===== src/sv/wavhdr_pkg.sv =====
`timescale 1ns / 1ps
`default_nettype none

package wavhdr_pkg;

   localparam logic [31:0] TAG_RIFF = 32'h4646_4952;
   localparam logic [31:0] TAG_WAVE = 32'h4556_4157;
   localparam logic [31:0] TAG_FMT  = 32'h2074_6D66;
   localparam logic [31:0] TAG_DATA = 32'h6174_6164;

   localparam int unsigned FMT_FIELD_BYTES = 16;

   localparam logic [2:0] ST_PARSING   = 3'd0;
   localparam logic [2:0] ST_COMPLETE  = 3'd1;
   localparam logic [2:0] ST_NOT_RIFF  = 3'd2;
   localparam logic [2:0] ST_NOT_WAVE  = 3'd3;
   localparam logic [2:0] ST_NOT_PCM   = 3'd4;

   typedef enum logic [15:0] {
      PH_RIFF        = 16'h0001,
      PH_RIFF_SIZE   = 16'h0002,
      PH_WAVE        = 16'h0004,
      PH_FMT_ID      = 16'h0008,
      PH_FMT_SKSIZE  = 16'h0010,
      PH_FMT_SKBODY  = 16'h0020,
      PH_FMT_SIZE    = 16'h0040,
      PH_FMT_BODY    = 16'h0080,
      PH_DATA_ID     = 16'h0100,
      PH_DATA_SKSIZE = 16'h0200,
      PH_DATA_SKBODY = 16'h0400,
      PH_DATA_SIZE   = 16'h0800,
      PH_DONE        = 16'h1000,
      PH_ERR_RIFF    = 16'h2000,
      PH_ERR_WAVE    = 16'h4000,
      PH_ERR_PCM     = 16'h8000
   } phase_type;

   typedef struct packed {
      logic [4:0]  pad;
      logic [31:0] data_size;
      logic [15:0] bits_per_sample;
      logic [15:0] block_align;
      logic [31:0] byte_rate;
      logic [31:0] sample_rate;
      logic [15:0] channel_count;
      logic [2:0]  status;
   } rsp_type;

endpackage

`default_nettype wire


===== src/sv/wav_header_parser.sv =====
`timescale 1ns / 1ps
`default_nettype none

// channel | direction | tdata                             | tuser
// req     | in        | data_byte                         | file_start
// rsp     | out       | status .. data_size (152 bits)    | -
//
// one byte per cycle while req_tready is high; each accepted byte gives one result
// the whole parse step for a byte sits between the state registers
// reset clears all parse state and both output stages
// a two-entry output (result register plus skid) keeps req_tready high while
// one result waits; req_tready drops only when both entries are full

module wav_header_parser (
   input  wire                       clock,
   input  wire                       reset,
   input  wire                       req_tvalid,
   output logic                      req_tready,
   input  wire  [7:0]                req_tdata,  // data_byte[7:0]
   input  wire  [0:0]                req_tuser,  // file_start[0]
   output logic                      rsp_tvalid,
   input  wire                       rsp_tready,
   output wavhdr_pkg::rsp_type       rsp_tdata   // status[2:0], channel_count[18:3],
                                                 // sample_rate[50:19], byte_rate[82:51],
                                                 // block_align[98:83],
                                                 // bits_per_sample[114:99],
                                                 // data_size[146:115], zero[151:147]
);
   import wavhdr_pkg::*;

   phase_type   phase_ff, phase_in, phase_c;
   logic [1:0]  pos_ff, pos_in, pos_c;
   logic [31:0] wb_ff, wb_in, wb_c, wb_shift;
   logic [31:0] skip_ff, skip_in, skip_c, skip_dec;
   logic [4:0]  fmt_ff, fmt_in, fmt_c;
   logic [15:0] ch_ff, ch_in, ch_c;
   logic [31:0] sr_ff, sr_in, sr_c;
   logic [31:0] br_ff, br_in, br_c;
   logic [15:0] ba_ff, ba_in, ba_c;
   logic [15:0] bits_ff, bits_in, bits_c;
   logic [31:0] ds_ff, ds_in, ds_c;
   logic        word_done;
   logic        pcm_err;
   logic [7:0]  b;
   logic        accept;
   rsp_type     result;

   logic        out_valid_ff;
   rsp_type     out_ff;
   logic        skid_valid_ff;
   rsp_type     skid_ff;
   logic        out_load;

   assign b      = req_tdata;
   assign accept = req_tvalid && req_tready;

   always_comb begin
      if (req_tuser[0]) begin
         phase_c = PH_RIFF;
         pos_c   = '0;
         wb_c    = '0;
         skip_c  = '0;
         fmt_c   = '0;
         ch_c    = '0;
         sr_c    = '0;
         br_c    = '0;
         ba_c    = '0;
         bits_c  = '0;
         ds_c    = '0;
      end else begin
         phase_c = phase_ff;
         pos_c   = pos_ff;
         wb_c    = wb_ff;
         skip_c  = skip_ff;
         fmt_c   = fmt_ff;
         ch_c    = ch_ff;
         sr_c    = sr_ff;
         br_c    = br_ff;
         ba_c    = ba_ff;
         bits_c  = bits_ff;
         ds_c    = ds_ff;
      end

      wb_shift  = {b, wb_c[31:8]};
      word_done = (pos_c == 2'd3);
      skip_dec  = skip_c - 32'd1;
      pcm_err   = 1'b0;

      phase_in = phase_c;
      pos_in   = pos_c;
      wb_in    = wb_c;
      skip_in  = skip_c;
      fmt_in   = fmt_c;
      ch_in    = ch_c;
      sr_in    = sr_c;
      br_in    = br_c;
      ba_in    = ba_c;
      bits_in  = bits_c;
      ds_in    = ds_c;

      case (phase_c)
         PH_RIFF: begin
            pos_in = pos_c + 2'd1;
            wb_in  = wb_shift;
            if (word_done) begin
               phase_in = (wb_shift == TAG_RIFF) ? PH_RIFF_SIZE : PH_ERR_RIFF;
            end
         end
         PH_RIFF_SIZE: begin
            pos_in = pos_c + 2'd1;
            wb_in  = wb_shift;
            if (word_done) begin
               phase_in = PH_WAVE;
            end
         end
         PH_WAVE: begin
            pos_in = pos_c + 2'd1;
            wb_in  = wb_shift;
            if (word_done) begin
               phase_in = (wb_shift == TAG_WAVE) ? PH_FMT_ID : PH_ERR_WAVE;
            end
         end
         PH_FMT_ID: begin
            pos_in = pos_c + 2'd1;
            wb_in  = wb_shift;
            if (word_done) begin
               phase_in = (wb_shift == TAG_FMT) ? PH_FMT_SIZE : PH_FMT_SKSIZE;
            end
         end
         PH_DATA_ID: begin
            pos_in = pos_c + 2'd1;
            wb_in  = wb_shift;
            if (word_done) begin
               phase_in = (wb_shift == TAG_DATA) ? PH_DATA_SIZE : PH_DATA_SKSIZE;
            end
         end
         PH_FMT_SKSIZE: begin
            pos_in = pos_c + 2'd1;
            wb_in  = wb_shift;
            if (word_done) begin
               skip_in  = wb_shift;
               phase_in = (wb_shift == 32'd0) ? PH_FMT_ID : PH_FMT_SKBODY;
            end
         end
         PH_DATA_SKSIZE: begin
            pos_in = pos_c + 2'd1;
            wb_in  = wb_shift;
            if (word_done) begin
               skip_in  = wb_shift;
               phase_in = (wb_shift == 32'd0) ? PH_DATA_ID : PH_DATA_SKBODY;
            end
         end
         PH_FMT_SKBODY: begin
            skip_in = skip_dec;
            if (skip_dec == 32'd0) begin
               phase_in = PH_FMT_ID;
            end
         end
         PH_DATA_SKBODY: begin
            skip_in = skip_dec;
            if (skip_dec == 32'd0) begin
               phase_in = PH_DATA_ID;
            end
         end
         PH_FMT_SIZE: begin
            pos_in = pos_c + 2'd1;
            wb_in  = wb_shift;
            if (word_done) begin
               skip_in  = wb_shift;
               fmt_in   = '0;
               phase_in = (wb_shift == 32'd0) ? PH_DATA_ID : PH_FMT_BODY;
            end
         end
         PH_FMT_BODY: begin
            if (fmt_c < 5'(FMT_FIELD_BYTES)) begin
               if (fmt_c == 5'd0) begin
                  wb_in = {24'd0, b};
               end else if (fmt_c == 5'd1) begin
                  wb_in = wb_c | {16'd0, b, 8'd0};
                  if ((wb_c | {16'd0, b, 8'd0}) != 32'd1) begin
                     pcm_err = 1'b1;
                  end
               end else if (fmt_c < 5'd4) begin
                  ch_in[{fmt_c[0], 3'b000} +: 8] = b;
               end else if (fmt_c < 5'd8) begin
                  sr_in[{fmt_c[1:0], 3'b000} +: 8] = b;
               end else if (fmt_c < 5'd12) begin
                  br_in[{fmt_c[1:0], 3'b000} +: 8] = b;
               end else if (fmt_c < 5'd14) begin
                  ba_in[{fmt_c[0], 3'b000} +: 8] = b;
               end else begin
                  bits_in[{fmt_c[0], 3'b000} +: 8] = b;
               end
               fmt_in = fmt_c + 5'd1;
            end
            if (pcm_err) begin
               phase_in = PH_ERR_PCM;
            end else begin
               skip_in = skip_dec;
               if (skip_dec == 32'd0) begin
                  if (fmt_in == 5'd1) begin
                     phase_in = PH_ERR_PCM;
                  end else begin
                     wb_in    = '0;
                     phase_in = PH_DATA_ID;
                  end
               end
            end
         end
         PH_DATA_SIZE: begin
            pos_in = pos_c + 2'd1;
            wb_in  = wb_shift;
            if (word_done) begin
               ds_in    = wb_shift;
               phase_in = PH_DONE;
            end
         end
         default: begin
         end
      endcase

      result                 = '0;
      result.channel_count   = ch_in;
      result.sample_rate     = sr_in;
      result.byte_rate       = br_in;
      result.block_align     = ba_in;
      result.bits_per_sample = bits_in;
      result.data_size       = ds_in;
      case (phase_in)
         PH_DONE:     result.status = ST_COMPLETE;
         PH_ERR_RIFF: result.status = ST_NOT_RIFF;
         PH_ERR_WAVE: result.status = ST_NOT_WAVE;
         PH_ERR_PCM:  result.status = ST_NOT_PCM;
         default:     result.status = ST_PARSING;
      endcase
   end

   always_ff @(posedge clock) begin
      if (reset) begin
         phase_ff <= PH_RIFF;
         pos_ff   <= '0;
         wb_ff    <= '0;
         skip_ff  <= '0;
         fmt_ff   <= '0;
         ch_ff    <= '0;
         sr_ff    <= '0;
         br_ff    <= '0;
         ba_ff    <= '0;
         bits_ff  <= '0;
         ds_ff    <= '0;
      end else if (accept) begin
         phase_ff <= phase_in;
         pos_ff   <= pos_in;
         wb_ff    <= wb_in;
         skip_ff  <= skip_in;
         fmt_ff   <= fmt_in;
         ch_ff    <= ch_in;
         sr_ff    <= sr_in;
         br_ff    <= br_in;
         ba_ff    <= ba_in;
         bits_ff  <= bits_in;
         ds_ff    <= ds_in;
      end
   end

   // result register with skid entry
   assign out_load   = !out_valid_ff || rsp_tready;
   assign req_tready = !skid_valid_ff;
   assign rsp_tvalid = out_valid_ff;
   assign rsp_tdata  = out_ff;

   always_ff @(posedge clock) begin
      if (reset) begin
         out_valid_ff  <= 1'b0;
         skid_valid_ff <= 1'b0;
      end else if (out_load) begin
         if (skid_valid_ff) begin
            out_valid_ff  <= 1'b1;
            skid_valid_ff <= 1'b0;
         end else begin
            out_valid_ff <= accept;
         end
      end else if (accept) begin
         skid_valid_ff <= 1'b1;
      end
   end

   always_ff @(posedge clock) begin
      if (out_load) begin
         out_ff <= skid_valid_ff ? skid_ff : result;
      end
      if (!out_load && accept) begin
         skid_ff <= result;
      end
   end

   a_skid_behind_out: assert property (@(posedge clock) disable iff (reset)
      skid_valid_ff |-> out_valid_ff)
      else $error("skid entry holds a transaction while result register is empty");

   a_start_restarts: assert property (@(posedge clock) disable iff (reset)
      (accept && req_tuser[0]) |=> (phase_ff == PH_RIFF))
      else $error("file start did not restart the tag check");

   a_error_sticky: assert property (@(posedge clock) disable iff (reset)
      (accept && !req_tuser[0] &&
       (phase_ff == PH_ERR_RIFF || phase_ff == PH_ERR_WAVE || phase_ff == PH_ERR_PCM ||
        phase_ff == PH_DONE)) |=> $stable(phase_ff))
      else $error("final parse state left without file start");

   a_result_follows_accept: assert property (@(posedge clock) disable iff (reset)
      (accept && !out_valid_ff) |=> out_valid_ff)
      else $error("accepted transaction produced no result");

endmodule

`default_nettype wire

===== config.mk =====
export PLATFORM = sky130hd
export DESIGN_NAME = wav_header_parser
export DESIGN_NICKNAME = d
export VERILOG_FILES = /design/src/sv/wavhdr_pkg.sv /design/src/sv/wav_header_parser.sv
export SDC_FILE = /design/constraint.sdc
export NUM_CORES = 1
export LEC_CHECK = 0
export ABC_AREA = 1
export BUFFER_PORTS_ARGS = -buffer_cell sky130_fd_sc_hd__buf_2
export CAP_MARGIN = 30
export CELL_PAD_IN_SITES_DETAIL_PLACEMENT = 2
export CELL_PAD_IN_SITES_GLOBAL_PLACEMENT = 2
export CORE_MARGIN = 4
export CORE_UTILIZATION = 33
export DETAILED_ROUTE_END_ITERATION = 12
export PLACE_DENSITY_LB_ADDON = 0.1
export SYNTH_ARGS = -nofsm -noshare
export SYNTH_HDL_FRONTEND = slang
export SYNTH_SLANG_ARGS = --single-unit

===== constraint.sdc =====
create_clock -name clock -period 12.2 [get_ports clock]
set_input_delay 2.44 -clock clock [delete_from_list [all_inputs] [get_ports clock]]
set_output_delay 2.44 -clock clock [all_outputs]
set_load 0.01 [all_outputs]

==> metrics.md <==
| Metric | Value |
|---|---|
| CTS tree | `done` |
| Hold WC Path Type | `reg2reg` |
| Critical path type | `in2reg` |
| Number of setup buffers added after CTS | `0` |
| DR DRC count | `0` |
| Max_slew headroom | `0.299` |
| GRT overflow | `0` |
| Worst Hold Path EP | `pos_ff[1]` |
| Final instance area | `30500 um^2` |
| Clk pin slew, worst setup/hold paths | `0.06 ns` |
| Tcrit/Tclk final | `0.574` |
| Initial antenna violation count | `1` |
| Reg power frac | `0.454` |
| Number of I/O port buffers | `161` |
| Clk_lat worst skew | `0.66 ns` |
| CTS root buf | `clkbuf_16` |
| Placed Cells | `4491` |
| Crit-path cells | `buf_4 -> inv_4 -> nand2_1 -> nand2_1 -> nor2_2 -> inv_1 -> nor2_4 -> nand3_2 -> nand3_1 -> nor2_1 -> nand2_1 -> inv_2 -> nand2_2 -> inv_2 -> nor2_4 -> o221ai_1 -> nand2_1 -> inv_1` |
| Initial Util | `0.333` |
| FF-to-FF path depth | `19` |
| RSZ-0062 raised after global routing | `no` |
| DRT antenna net count | `0` |
| Hold Buf Count CTS | `0` |
| Via Count | `24799` |
| Number of DRC markers in iteration 0 | `1378` |
| Number of synthesized flops with an enable pin | `294` |
| Max Cap Viol | `0` |
| Routability Congestion | `0.892` |
| Hold Crit Start | `pos_ff[1]` |
| Routed len/inst | `23.8 um` |
| PostCTS Resize Cnt | `0` |
| Sequential fraction of the synthesis area | `0.504` |
| R2R Path End | `rsp_tdata[0]` |
| Req. time, crit path | `12.76 ns` |
| # fillers | `9313` |
| Biggest area consumer among synthesized cells | `edfxtp_1` |
| # diodes | `0` |
| Clk sinks | `527` |
| Pwr dens | `146 nW/um^2` |
| Net Sw Frac | `0.290` |
| Multi-input logic area | `10700 um^2` |
| Area delta synth->final | `14.0%` |
| Max Clock Skew | `0.0401 ns` |
| Slowest CP cell | `nand3_2` |
| Status | `finished clean` |
| Most numerous cell in the Yosys netlist | `nand2_1` |
| H-Tree Depth | `2` |
| Synth Cell Area | `26800 um^2` |
| Clock power share | `0.409` |
| Leakage power | `0.0139 uW` |
| Post-synthesis register bit count | `527` |
| Die area | `85700 um^2` |
| Core ar. | `80400 um^2` |
| WHS Path Cells | `2` |
| R2r startpoint | `fmt_ff[0]` |
| Bufs on Longest Clock Path | `3` |
| Critical path startpoint category | `primary input` |
| WP data arrival | `7.56 ns` |
| Worst-Margin Slew | `1.05 ns` |
| Crit. End Element | `flip-flop` |
| Syn Area/Cell | `7.81 um^2` |
| Slew Limit Fails | `0` |
| Total Routing Usage GR | `0.250` |
| Largest net degree at the start of global routing | `177` |
| Cells after Synth | `3424` |
| DPL Wire Length | `76200 um` |
| Detailed-route wire length | `110000 um` |
| Total CTS buffers | `61` |
| Fmax | `0.143 GHz` |
| Period minus WS final | `7.01 ns` |
| First-pass GRT wire length | `167000 um` |
| Drt pass-1 iters | `5` |
| Share of cells above drive strength 1 | `0.108` |
| VDD IR max | `0.110 mV` |
| Top post-synthesis cells by area | `edfxtp_1, dfxtp_1, nand2_1, inv_1, o21ai_0` |
| Post-synth top cells | `nand2_1, inv_1, nor2_1` |
| Final WS setup | `5.19 ns` |
| R2R Setup Slk | `7.34 ns` |
| I/O Pins | `167` |
| Via-per-instance ratio | `5.38` |
| YS warnings | `0` |
| TNS Setup | `0 ns` |
| Synth Flop Type | `edfxtp_1` |
| Place WS | `4.67 ns` |
| Final setup viols | `0` |
| Vias in the first global route | `27079` |
| Max incr delay on CP | `0.60 ns` |
| Fin nets | `3517` |
| Final Hold Violating Endpoints | `0` |
| Site row count | `104` |
| Final cell count without fillers | `4609` |
| Dpl cell area | `28500 um^2` |
| Switch Pwr | `1290 uW` |
| Max FO, Critical Path | `56` |
| Synth async-reset ratio | `0` |
| Yosys cell types | `53` |
| Die height | `293 um` |
| Power share of the combinational group | `0.137` |
| Pint | `3160 uW` |
| Most used cell, CP | `nand2_1` |
| Chip width | `293 um` |
| Synth top area share | `0.330` |
| FF+latch area | `13500 um^2` |
## registers in the layout, summed over array words and instances, names as in the netlist
signal,count
ba_ff,16
fmt_ff,5
skid_valid_ff,1
rsp_tdata,147
phase_ff,16
bits_ff,16
pos_ff,2
skip_ff,32
skid_ff,147
rsp_tvalid,1
wb_ff,32
ch_ff,16
sr_ff,32
br_ff,32
ds_ff,32
## stage by stage
step | hold WS (ns) | utilization | power (uW)
2_1_floorplan | 0.437 | - | 2440
3_3_place_gp | 0.451 | 0.353 | 2640
3_5_place_dp | 0.478 | 0.354 | 2670
4_1_cts | 0.490 | 0.379 | 4510
5_1_grt | 0.507 | 0.379 | 4650
6_report | 0.483 | 0.379 | 4460
## worst max-delay path by stage
| stage | to | slack, ns | from | depth (start not counted) |
|---|---|---|---|---|
| 2_1_floorplan | skid_ff[0] | 0.17 | rsp_tready | 3 |
| 3_3_place_gp | skip_ff[0] | 4.78 | req_tuser | 16 |
| 3_5_place_dp | wb_ff[26] | 4.67 | req_tuser | 18 |
| 4_1_cts | wb_ff[28] | 5.32 | req_tuser | 18 |
| 5_1_grt | wb_ff[28] | 4.88 | req_tuser | 18 |
| 6_report | wb_ff[28] | 5.19 | req_tuser | 18 |
## cells by family after synthesis
group                    Yosys count  share of synthesized area
AO/OA/AOI/OAI                    746                      0.165
XOR/XNOR                           4                    0.00131
adder cells (fa/ha/maj)            8                    0.00374
buffers and inverters            661                     0.0963
flip-flops                       527                      0.504
other                              1                   0.000140
AND/OR/NAND/NOR                 1477                      0.229
## cells in the final DEF (no fill, tap or decap), types with 7 or more instances in the layout
cell       count
clkbuf_8       7
nand3_1      121
nor2_1       353
o21ai_1       25
a31oi_1       17
a21oi_1      208
nor3_1        40
dfxtp_1      232
buf_2        160
o21ai_0      291
o211ai_1      25
a22oi_1       19
o32ai_1       69
a32oi_1        7
clkbuf_16     62
o221ai_1      18
nand2_1      854
o31ai_1       11
edfxtp_1     294
inv_1        445
o22ai_1       17
buf_4         26
nor2_4         9
nor2_2        23
nand4_1       27
ha_1           7
clkinv_2      11
clkbuf_1      19
inv_2         18
nand2_2       14
clkinv_1      11
nand2_4        8
nor4_1         9
## critical path: cells and delay by family
| family | cells | cell delay [ns] |
|---|---|---|
| and+or+nand+nor | 11 | 3.15 |
| buffers and inverters | 6 | 1.72 |
| AOI/OAI and AO/OA | 1 | 0.21 |
## routing by layer
| layer | vias to the layer above | part of all wire | track usage |
|---|---|---|---|
| li1 | 11534 | - | - |
| met1 | 12561 | 0.41 | 0.299 |
| met2 | 484 | 0.51 | 0.452 |
| met3 | 220 | 0.037 | 0.0354 |
| met4 | 0 | 0.042 | 0.0959 |
| met5 | - | 0 | 0 |
## power groups by stage
stage                     logic [uW]  registers, uW  clock network [uW]
after CTS                        613           2030                1870
after detailed placement         608           2060                   0
after floorplan                  360           2080                   0
after global routing             677           2030                1940
after global placement           582           2060                   0
final                            610           2030                1820
## layout make-up
class | count | area share
flip-flops and latches | 527 | 0.443
multi-input cells | 2240 | 0.352
inverters | 471 | 0.0585
clock buffers | 88 | 0.0564
well taps | 1060 | 0.0435
repair buffers | 195 | 0.0395
clock inverters | 28 | 0.00780
(Power assumes the default switching activity.)
